--- src/rtl/core/oahi_pkg.sv ---
package oahi_pkg;

	localparam int VW     = 11;              // slot / size arithmetic width
	localparam int PROD_W = 19;              // accumulator times character
	localparam int CNT_W  = 5;               // counts the serial reduction steps
	localparam int TAG_BITS = 16;
	localparam int TABLE_DEPTH = 1024;       // slot fields are 10 bits wide
	localparam int CFG_IDX_W = 2;
	localparam int CFG_DATA_W = 11;

	localparam logic [CFG_IDX_W-1:0] CFG_TABLE_SIZE = 2'd0;
	localparam logic [CFG_IDX_W-1:0] CFG_STEP_PRIME = 2'd1;
	localparam logic [CFG_IDX_W-1:0] CFG_PROBE_MODE = 2'd2;

	localparam logic PROBE_QUAD   = 1'b0;
	localparam logic PROBE_DOUBLE = 1'b1;

	typedef struct packed {
		logic [7:0]          key_char;
		logic                key_last;
		logic [TAG_BITS-1:0] record_tag;
	} in_word_t;

	typedef struct packed {
		logic [9:0]  slot;
		logic [9:0]  home_slot;
		logic [10:0] probe_count;
		logic        placed;
	} out_word_t;

	// insert job handed from the front to the back
	typedef struct packed {
		logic [VW-1:0]       home;
		logic [VW-1:0]       step;
		logic [TAG_BITS-1:0] tag;
	} job_t;

	typedef enum logic [2:0] {
		F_IDLE, F_MUL, F_RED, F_SRED, F_PUSH
	} front_state_t;

	typedef enum logic [2:0] {
		B_CLEAR, B_IDLE, B_READ, B_CHECK, B_OUT
	} back_state_t;

endpackage

--- src/rtl/core/open_addressing_hash_insert.sv ---
// Open-addressing hash insert. Key characters arrive one word each; the last
// character (key_last) also carries record_tag and triggers one result word.
// Each character is multiplied into the home and step accumulators, then the
// 19-bit products go through bit-serial reduction by the table size and the
// step prime, and then the next word is taken. The last character then also
// reduces the double-hash step by the table size and hands the job over,
// waiting while the queue is full. Inserts run in a separate back end behind
// a two-word queue: it takes the job, probes with a registered read of the
// valid table, and presents the result. After reset the valid table is
// cleared one slot per cycle, during which no key word is accepted;
// configuration writes are taken at any time.
module open_addressing_hash_insert import oahi_pkg::*; (
	input  logic                  clk,
	input  logic                  arst_n,
	input  logic                  cfg_valid,
	output logic                  cfg_ready,
	input  logic [CFG_IDX_W-1:0]  cfg_index,
	input  logic [CFG_DATA_W-1:0] cfg_data,
	input  logic                  key_valid,
	output logic                  key_ready,
	input  in_word_t              key,
	output logic                  res_valid,
	input  logic                  res_ready,
	output out_word_t             res
);

	logic [10:0] table_size_q;
	logic [9:0]  step_prime_q;
	logic        probe_mode_q;

	logic [VW-1:0] size_eff, prime_eff;
	logic          front_ready, init_done;
	logic          jq_in_valid, jq_in_ready, jq_out_valid, jq_out_ready;
	job_t          jq_in, jq_out;

	assign cfg_ready = 1'b1;

	always_ff @(posedge clk or negedge arst_n) begin
		if (!arst_n) begin
			table_size_q <= 11'd1021;
			step_prime_q <= 10'd347;
			probe_mode_q <= PROBE_QUAD;
		end else if (cfg_valid) begin
			case (cfg_index)
				CFG_TABLE_SIZE: table_size_q <= cfg_data[10:0];
				CFG_STEP_PRIME: step_prime_q <= cfg_data[9:0];
				CFG_PROBE_MODE: probe_mode_q <= cfg_data[0];
				default: ;
			endcase
		end
	end

	always_comb begin
		if (table_size_q == '0)                      size_eff = VW'(1);
		else if (32'(table_size_q) > TABLE_DEPTH)    size_eff = VW'(TABLE_DEPTH);
		else                                         size_eff = table_size_q;
		prime_eff = (step_prime_q == '0) ? VW'(1) : VW'(step_prime_q);
	end

	// hold key words off until the valid table is clear
	assign key_ready = front_ready && init_done;

	oahi_front u_front (
		.clk(clk), .arst_n(arst_n),
		.key_valid(key_valid && init_done), .key_ready(front_ready), .key(key),
		.size(size_eff), .prime(prime_eff),
		.job_valid(jq_in_valid), .job_ready(jq_in_ready), .job(jq_in)
	);

	oahi_queue u_queue (
		.clk(clk), .arst_n(arst_n),
		.push_valid(jq_in_valid), .push_ready(jq_in_ready), .push_word(jq_in),
		.pop_valid(jq_out_valid), .pop_ready(jq_out_ready), .pop_word(jq_out)
	);

	oahi_back u_back (
		.clk(clk), .arst_n(arst_n),
		.size(size_eff), .mode(probe_mode_q),
		.job_valid(jq_out_valid), .job_ready(jq_out_ready), .job(jq_out),
		.init_done(init_done),
		.res_valid(res_valid), .res_ready(res_ready), .res(res)
	);

endmodule

--- src/rtl/core/oahi_modred.sv ---
// value mod modulus, one bit of value per cycle, MSB first
module oahi_modred import oahi_pkg::*; (
	input  logic              clk,
	input  logic              arst_n,
	input  logic              start,
	input  logic [PROD_W-1:0] value,
	input  logic [VW-1:0]     modulus,
	output logic [VW-1:0]     result,
	output logic              busy
);

	logic [PROD_W-1:0] v_q;
	logic [VW-1:0]     r_q;
	logic [CNT_W-1:0]  cnt_q;
	logic [VW:0]       t;

	always_comb begin
		t = {r_q, v_q[PROD_W-1]};
		if (t >= {1'b0, modulus}) begin
			t = t - {1'b0, modulus};
		end
	end

	always_ff @(posedge clk or negedge arst_n) begin
		if (!arst_n) begin
			cnt_q <= '0;
		end else if (start) begin
			cnt_q <= CNT_W'(PROD_W);
		end else if (cnt_q != '0) begin
			cnt_q <= cnt_q - 1'b1;
		end
	end

	always_ff @(posedge clk) begin
		if (start) begin
			v_q <= value;
			r_q <= '0;
		end else if (cnt_q != '0) begin
			v_q <= {v_q[PROD_W-2:0], 1'b0};
			r_q <= t[VW-1:0];
		end
	end

	assign result = r_q;
	assign busy   = (cnt_q != '0);

endmodule

--- src/rtl/core/oahi_front.sv ---
module oahi_front import oahi_pkg::*; (
	input  logic          clk,
	input  logic          arst_n,
	input  logic          key_valid,
	output logic          key_ready,
	input  in_word_t      key,
	input  logic [VW-1:0] size,
	input  logic [VW-1:0] prime,
	output logic          job_valid,
	input  logic          job_ready,
	output job_t          job
);

	front_state_t state_q, state_nxt;

	logic [7:0]          ch_q;
	logic                last_q;
	logic [TAG_BITS-1:0] tag_q;
	logic [VW-1:0]       home_q, step_q, homer_q;

	logic              start_h, start_s;
	logic [PROD_W-1:0] val_h, prod_h, prod_s;
	logic [VW-1:0]     res_h, res_s;
	logic              busy_h, busy_s;

	assign prod_h = PROD_W'(home_q) * PROD_W'(ch_q);
	assign prod_s = PROD_W'(step_q) * PROD_W'(ch_q);
	// second pass on the home reducer: (prime - reduced step product) mod size
	assign val_h  = (state_q == F_MUL) ? prod_h : PROD_W'(prime - res_s);

	oahi_modred u_red_home (
		.clk(clk), .arst_n(arst_n), .start(start_h), .value(val_h),
		.modulus(size), .result(res_h), .busy(busy_h)
	);

	oahi_modred u_red_step (
		.clk(clk), .arst_n(arst_n), .start(start_s), .value(prod_s),
		.modulus(prime), .result(res_s), .busy(busy_s)
	);

	always_comb begin
		state_nxt = state_q;
		case (state_q)
			F_IDLE: if (key_valid) state_nxt = F_MUL;
			F_MUL:  state_nxt = F_RED;
			F_RED: begin
				if (!busy_h && !busy_s) state_nxt = last_q ? F_SRED : F_IDLE;
			end
			F_SRED: if (!busy_h) state_nxt = F_PUSH;
			F_PUSH: if (job_ready) state_nxt = F_IDLE;
			default: state_nxt = F_IDLE;
		endcase
	end

	always_comb begin
		key_ready = (state_q == F_IDLE);
		start_h   = (state_q == F_MUL) ||
		            (state_q == F_RED && !busy_h && !busy_s && last_q);
		start_s   = (state_q == F_MUL);
		job_valid = (state_q == F_PUSH);
		job.home  = homer_q;
		job.step  = res_h;
		job.tag   = tag_q;
	end

	always_ff @(posedge clk or negedge arst_n) begin
		if (!arst_n) begin
			state_q <= F_IDLE;
			home_q  <= VW'(1);
			step_q  <= VW'(1);
		end else begin
			state_q <= state_nxt;
			if (state_q == F_RED && !busy_h && !busy_s && !last_q) begin
				home_q <= res_h;
				step_q <= res_s;
			end
			if (state_q == F_PUSH && job_ready) begin
				home_q <= VW'(1);
				step_q <= VW'(1);
			end
		end
	end

	always_ff @(posedge clk) begin
		if (state_q == F_IDLE && key_valid) begin
			ch_q   <= key.key_char;
			last_q <= key.key_last;
			tag_q  <= key.record_tag;
		end
		if (state_q == F_RED && !busy_h && !busy_s) begin
			homer_q <= res_h;
		end
	end

endmodule

--- src/rtl/core/oahi_queue.sv ---
// two-word job queue between front and back
module oahi_queue import oahi_pkg::*; (
	input  logic clk,
	input  logic arst_n,
	input  logic push_valid,
	output logic push_ready,
	input  job_t push_word,
	output logic pop_valid,
	input  logic pop_ready,
	output job_t pop_word
);

	job_t       mem_q [2];
	logic       wp_q, rp_q;
	logic [1:0] cnt_q;
	logic       do_push, do_pop;

	assign push_ready = (cnt_q != 2'd2);
	assign pop_valid  = (cnt_q != 2'd0);
	assign pop_word   = mem_q[rp_q];
	assign do_push    = push_valid && push_ready;
	assign do_pop     = pop_valid && pop_ready;

	always_ff @(posedge clk or negedge arst_n) begin
		if (!arst_n) begin
			wp_q  <= 1'b0;
			rp_q  <= 1'b0;
			cnt_q <= 2'd0;
		end else begin
			if (do_push) wp_q <= ~wp_q;
			if (do_pop)  rp_q <= ~rp_q;
			if (do_push && !do_pop)      cnt_q <= cnt_q + 2'd1;
			else if (do_pop && !do_push) cnt_q <= cnt_q - 2'd1;
		end
	end

	always_ff @(posedge clk) begin
		if (do_push) mem_q[wp_q] <= push_word;
	end

endmodule

--- src/rtl/core/oahi_back.sv ---
module oahi_back import oahi_pkg::*; (
	input  logic          clk,
	input  logic          arst_n,
	input  logic [VW-1:0] size,
	input  logic          mode,
	input  logic          job_valid,
	output logic          job_ready,
	input  job_t          job,
	output logic          init_done,
	output logic          res_valid,
	input  logic          res_ready,
	output out_word_t     res
);

	localparam int IW = $clog2(TABLE_DEPTH);

	back_state_t state_q, state_nxt;

	logic                   valid_mem [TABLE_DEPTH];
	logic [10+TAG_BITS-1:0] entry_mem [TABLE_DEPTH];

	logic [IW:0]         clr_q;
	logic [VW-1:0]       j_q, d_q, home_q;
	logic [TAG_BITS-1:0] tag_q;
	logic [10:0]         probes_q;
	logic                rd_q, placed_q;

	logic          mem_we, mem_wd;
	logic [IW-1:0] mem_addr;
	logic [VW:0]   j_sum, d_sum;
	logic          hit, full;

	assign hit  = !rd_q;
	assign full = (probes_q == size);

	always_comb begin
		j_sum = {1'b0, j_q} + {1'b0, d_q};
		if (j_sum >= {1'b0, size}) j_sum = j_sum - {1'b0, size};
		// odd increment of the quadratic offset; size one needs two wraps
		d_sum = {1'b0, d_q} + (VW+1)'(2);
		if (d_sum >= {1'b0, size}) d_sum = d_sum - {1'b0, size};
		if (d_sum >= {1'b0, size}) d_sum = d_sum - {1'b0, size};
	end

	always_comb begin
		state_nxt = state_q;
		case (state_q)
			B_CLEAR: if (clr_q == (IW+1)'(TABLE_DEPTH - 1)) state_nxt = B_IDLE;
			B_IDLE:  if (job_valid) state_nxt = B_READ;
			B_READ:  state_nxt = B_CHECK;
			B_CHECK: state_nxt = (hit || full) ? B_OUT : B_READ;
			B_OUT:   if (res_ready) state_nxt = B_IDLE;
			default: state_nxt = B_IDLE;
		endcase
	end

	always_comb begin
		job_ready = (state_q == B_IDLE);
		init_done = (state_q != B_CLEAR);
		res_valid = (state_q == B_OUT);
		mem_we    = (state_q == B_CLEAR) || (state_q == B_CHECK && hit);
		mem_wd    = (state_q != B_CLEAR);
		mem_addr  = (state_q == B_CLEAR) ? clr_q[IW-1:0] : IW'(j_q);
		res.slot        = placed_q ? j_q[9:0] : 10'd0;
		res.home_slot   = home_q[9:0];
		res.probe_count = probes_q;
		res.placed      = placed_q;
	end

	always_ff @(posedge clk) begin
		if (mem_we) begin
			valid_mem[mem_addr] <= mem_wd;
		end
		if (state_q == B_CHECK && hit) begin
			entry_mem[mem_addr] <= {home_q[9:0], tag_q};
		end
		rd_q <= valid_mem[mem_addr];
	end

	always_ff @(posedge clk or negedge arst_n) begin
		if (!arst_n) begin
			state_q <= B_CLEAR;
			clr_q   <= '0;
		end else begin
			state_q <= state_nxt;
			if (state_q == B_CLEAR) clr_q <= clr_q + 1'b1;
		end
	end

	always_ff @(posedge clk) begin
		case (state_q)
			B_IDLE: begin
				if (job_valid) begin
					j_q      <= job.home;
					home_q   <= job.home;
					tag_q    <= job.tag;
					probes_q <= '0;
					if (mode == PROBE_DOUBLE) d_q <= job.step;
					else                      d_q <= (size == VW'(1)) ? '0 : VW'(1);
				end
			end
			B_READ: probes_q <= probes_q + 1'b1;
			B_CHECK: begin
				placed_q <= hit;
				if (!hit && !full) begin
					j_q <= j_sum[VW-1:0];
					if (mode == PROBE_QUAD) d_q <= d_sum[VW-1:0];
				end
			end
			default: ;
		endcase
	end

endmodule

--- config.mk ---
export PLATFORM = sky130hd
export DESIGN_NAME = open_addressing_hash_insert
export DESIGN_NICKNAME = d
export VERILOG_FILES = /design/src/rtl/core/oahi_pkg.sv /design/src/rtl/core/open_addressing_hash_insert.sv /design/src/rtl/core/oahi_modred.sv /design/src/rtl/core/oahi_front.sv /design/src/rtl/core/oahi_queue.sv /design/src/rtl/core/oahi_back.sv
export SDC_FILE = /design/constraint.sdc
export NUM_CORES = 2
export LEC_CHECK = 0
export ABC_AREA = 1
export BUFFER_PORTS_ARGS = -buffer_cell sky130_fd_sc_hd__buf_2
export CORE_UTILIZATION = 50
export DETAILED_ROUTE_END_ITERATION = 10
export HOLD_SLACK_MARGIN = 0.03
export PLACE_DENSITY_LB_ADDON = 0.25
export SKIP_CTS_REPAIR_TIMING = 1
export SLEW_MARGIN = 20
export SYNTH_ARGS = -nofsm -noshare
export SYNTH_HDL_FRONTEND = slang
export SYNTH_SLANG_ARGS = --single-unit
--- constraint.sdc ---
create_clock -name clk -period 6.88 [get_ports clk]
set_input_delay 1.032 -clock clk [delete_from_list [all_inputs] [get_ports clk]]
set_output_delay 1.032 -clock clk [all_outputs]
set_load 0.01 [all_outputs]
==> results.py <==
metrics = {
    "status": {
        "status": "finished, final reports clean",
    },
    "clock_tree": {
        "cts_made_buffers": 139,
        "clkSlewWorstSetupHoldPaths_ns": 0.06,
        "clk_latency_ns": 0.78,
        "cts.sinks": 1268,
        "clock_path_buffers": 3,
        "cts-root-buf": "clkbuf_16",
        "ctsHtreeMaxLevel": 4,
        "cts_tree": "yes",
    },
    "synthesis": {
        "ys_warn_count": 0,
        "yosysTopAreaCell": "edfxtp_1",
        "synth_cell_types": 56,
        "synthTopCellsByCount": "3053 x nand2_1, 1228 x nor2_1, 1170 x edfxtp_1",
        "ys_seq_area_share_pct": 56.2,
        "synth-main-ff-cell": "edfxtp_1",
        "yosysMostFrequentCell": "nand2_1",
        "syn_inst": 7636,
        "synth_top_cell_area_share_pct": 52.6,
        "syn_area_sq_um": 66700,
        "synthTopCellsByArea": "edfxtp_1 53%, nand2_1 17%, nor2_1 6.9%",
        "synth_edf_count": 1170,
        "synth_seq_cells": 1268,
        "avgSynthCellArea_sq_um": 8.74,
        "syn_nets": 7953,
        "async_flop_share_pct": 5.91,
    },
    "die": {
        "core_area_sq_um": 132000,
        "die_area_sq_um": 135000,
        "io_pins": 78,
        "fp.dieW_um": 367,
        "row_count": 133,
        "start_util_pct": 50.6,
        "dieHeight_um": 367,
    },
    "global_routing": {
        "grt_pass1_wl_um": 280000,
        "antenna_found_initial": 0,
        "grt_pass1_vias": 48276,
        "grt_util_all_layers_pct": 27.0,
        "grt_max_degree": 251,
        "grt_overflow": 0,
    },
    "detailed_routing": {
        "drc": 0,
        "wl_um": 184000,
        "detail_route.wl_per_cell_um": 19.7,
        "vias_per_cell": 5.48,
        "via_count": 51188,
        "ant_nets": 0,
        "drtIter0Drc": 5665,
        "first_pass_iters": 6,
    },
    "worst_setup_path": {
        "arrival_ns": 6.49,
        "critPathLaunchType": "register",
        "required_ns": 7.40,
        "crit_type": "register to register",
        "crit_family": "simple AND/OR/NAND/NOR gates",
        "slowest_delay_ns": 0.54,
        "worstPathMaxFanout": 21,
        "path_buf_inv": 6,
        "critPathSlowestCell": "nor2_1",
        "endpoint_kind": "register",
        "critPathMostFrequentCell": "nand2_1",
    },
    "sta": {
        "rsz0062_at_grt": "false",
        "period_share_pct": 86.8,
        "worstMarginPinSlew_ns": 1.14,
        "min_period_ns": 5.97,
        "slew_violations": 0,
        "final-hold-violation-count": 0,
        "setup_tns_ns": 0,
        "fin_worst_skew_ns": 0.0333,
        "fmax_mhz": 168,
        "finalSetupViolations": 0,
        "slew_headroom_pct": 24.2,
    },
    "pwr": {
        "peakVddDrop_v": 0.000587,
        "p_total_mw": 37.7,
        "p_leak_nw": 29.9,
        "power.switching_mw": 18.0,
        "swShare_pct": 47.7,
        "internal_power_mw": 19.7,
        "power_density_nw_per_um2": 517,
        "seqPwrFrac_pct": 29.0,
        "p_comb_share_pct": 51.6,
        "power_frac_clock_pct": 19.4,
    },
    "layout": {
        "area_growth_pct": 9.21,
        "nets": 7795,
        "drive_gt1_share_pct": 6.51,
        "insertedDiodeCount": 0,
    },
    "hold_path": {
        "min_path_type": "primary input to asynchronous set/reset pin",
    },
    "flow_run": {
        "cap_violations": 0,
    },
    "placement": {
        "io_buffers": 60,
        "hpwl_um": 104000,
        "gp_congestion": 0.893,
    },
}
## per-stage QoR
step | area, sq um | cells | util [%] | hold slack [ns] | setup slack (ns)
3_5_place_dp | 68300 | 9090 | 51.8 | 0.431 | 0.939
2_1_floorplan | 66700 | 7636 | - | 0.421 | 0.206
6_report | 72900 | 9343 | 55.2 | 0.158 | 0.911
3_3_place_gp | 68300 | 9090 | 51.8 | 0.423 | 0.904
4_1_cts | 72800 | 9341 | 55.2 | 0.397 | 0.941
5_1_grt | 72900 | 9343 | 55.2 | 0.150 | 0.262
## worst paths after layout
check | to | slack, ns | cells past startpoint | from
max | u_back.d_q[4] | 0.91 | 29 | table_size_q[0]
min | u_front.step_q[2] | 0.16 | 1 | arst_n
max reg2reg | u_back.d_q[4] | 0.91 | 29 | table_size_q[0]
min reg2reg | u_queue.mem_q[1][37] | 0.45 | 0 | u_front.homer_q[10]
max in group asynchronous | table_size_q[9] | 6.10 | 2 | arst_n
min in group clk | u_front.last_q | 0.45 | 1 | key[16]
## cells in the final DEF, fill, tap and decap left out, types with 6 or more instances in the layout
master / netlist / final
nand2_1: 3053 / 3028
nor2_1: 1228 / 1224
edfxtp_1: 1170 / 1170
inv_1: 451 / 449
nand3_1: 244 / 228
o21ai_0: 169 / 169
a21oi_1: 160 / 160
ha_1: 159 / 159
clkbuf_16: 0 / 145
fa_1: 115 / 115
buf_4: 12 / 102
buf_2: 143 / 59
dfrtp_1: 58 / 58
xor2_1: 53 / 53
xnor2_1: 43 / 43
nor3_1: 41 / 40
clkbuf_1: 275 / 31
clkinv_2: 0 / 25
inv_2: 24 / 24
nand2_2: 4 / 24
clkinv_1: 3 / 24
dfxtp_1: 23 / 23
dfstp_2: 17 / 17
o22ai_1: 16 / 16
nand4_1: 14 / 14
nand3_2: 0 / 14
o21ai_1: 14 / 13
a31oi_1: 12 / 12
o211ai_1: 8 / 8
inv_6: 0 / 8
nor3_4: 8 / 8
o21a_1: 7 / 7
nor2_4: 4 / 7
bufinv_16: 0 / 7
nor4_1: 6 / 6
or2_2: 6 / 6
## registers in the layout, indices dropped and copies added (netlist names), 8 cells and up
| register | count |
|---|---|
| step_prime_q | 10 |
| table_size_q | 11 |
| u_back.clr_q | 11 |
| u_back.d_q | 11 |
| u_back.home_q | 10 |
| u_back.j_q | 11 |
| u_back.probes_q | 11 |
| u_back.valid_mem | 1024 |
| u_front.ch_q | 8 |
| u_front.home_q | 11 |
| u_front.homer_q | 11 |
| u_front.step_q | 11 |
| u_front.u_red_home.result | 11 |
| u_front.u_red_home.v_q | 19 |
| u_front.u_red_step.result | 11 |
| u_front.u_red_step.v_q | 19 |
| u_queue.mem_q | 44 |
## power groups by stage
stage	Sequential [mW]	Combinational (mW)	Clock, mW
after floorplan	11.2	13.1	0
after CTS	10.9	19.1	7.39
after detailed placement	11.1	19.0	0
after global routing	11.0	21.4	7.68
final	10.9	19.4	7.32
after global placement	11.0	18.8	0
## final cells by class
class	instances	area [sq um]
clock buffers	179	3790
inverters	479	1810
well taps	1755	2200
flip-flops and latches	1268	37500
repair buffers	170	1240
clock inverters	72	663
multi-input cells	5420	25700
fillers	11656	59100
## logic make-up after synthesis
kind of cell	count (synthesis)	share of synthesized area, %
simple gates	4621	26.9
flops	1268	56.2
buf+inv	948	5.68
compound gates	428	3.54
fa+ha+maj	274	6.43
xor+xnor	96	1.26
other cells	1	0.00562
## metal layers
layer	routed length [um]	global-route usage (%)	vias up
li1	-	-	24059
met1	75900	36.8	24562
met2	84700	43.5	2176
met3	16700	4.52	391
met4	6430	9.98	0
met5	0	0	-
No activity file was read; power rests on OpenSTA's default activity.
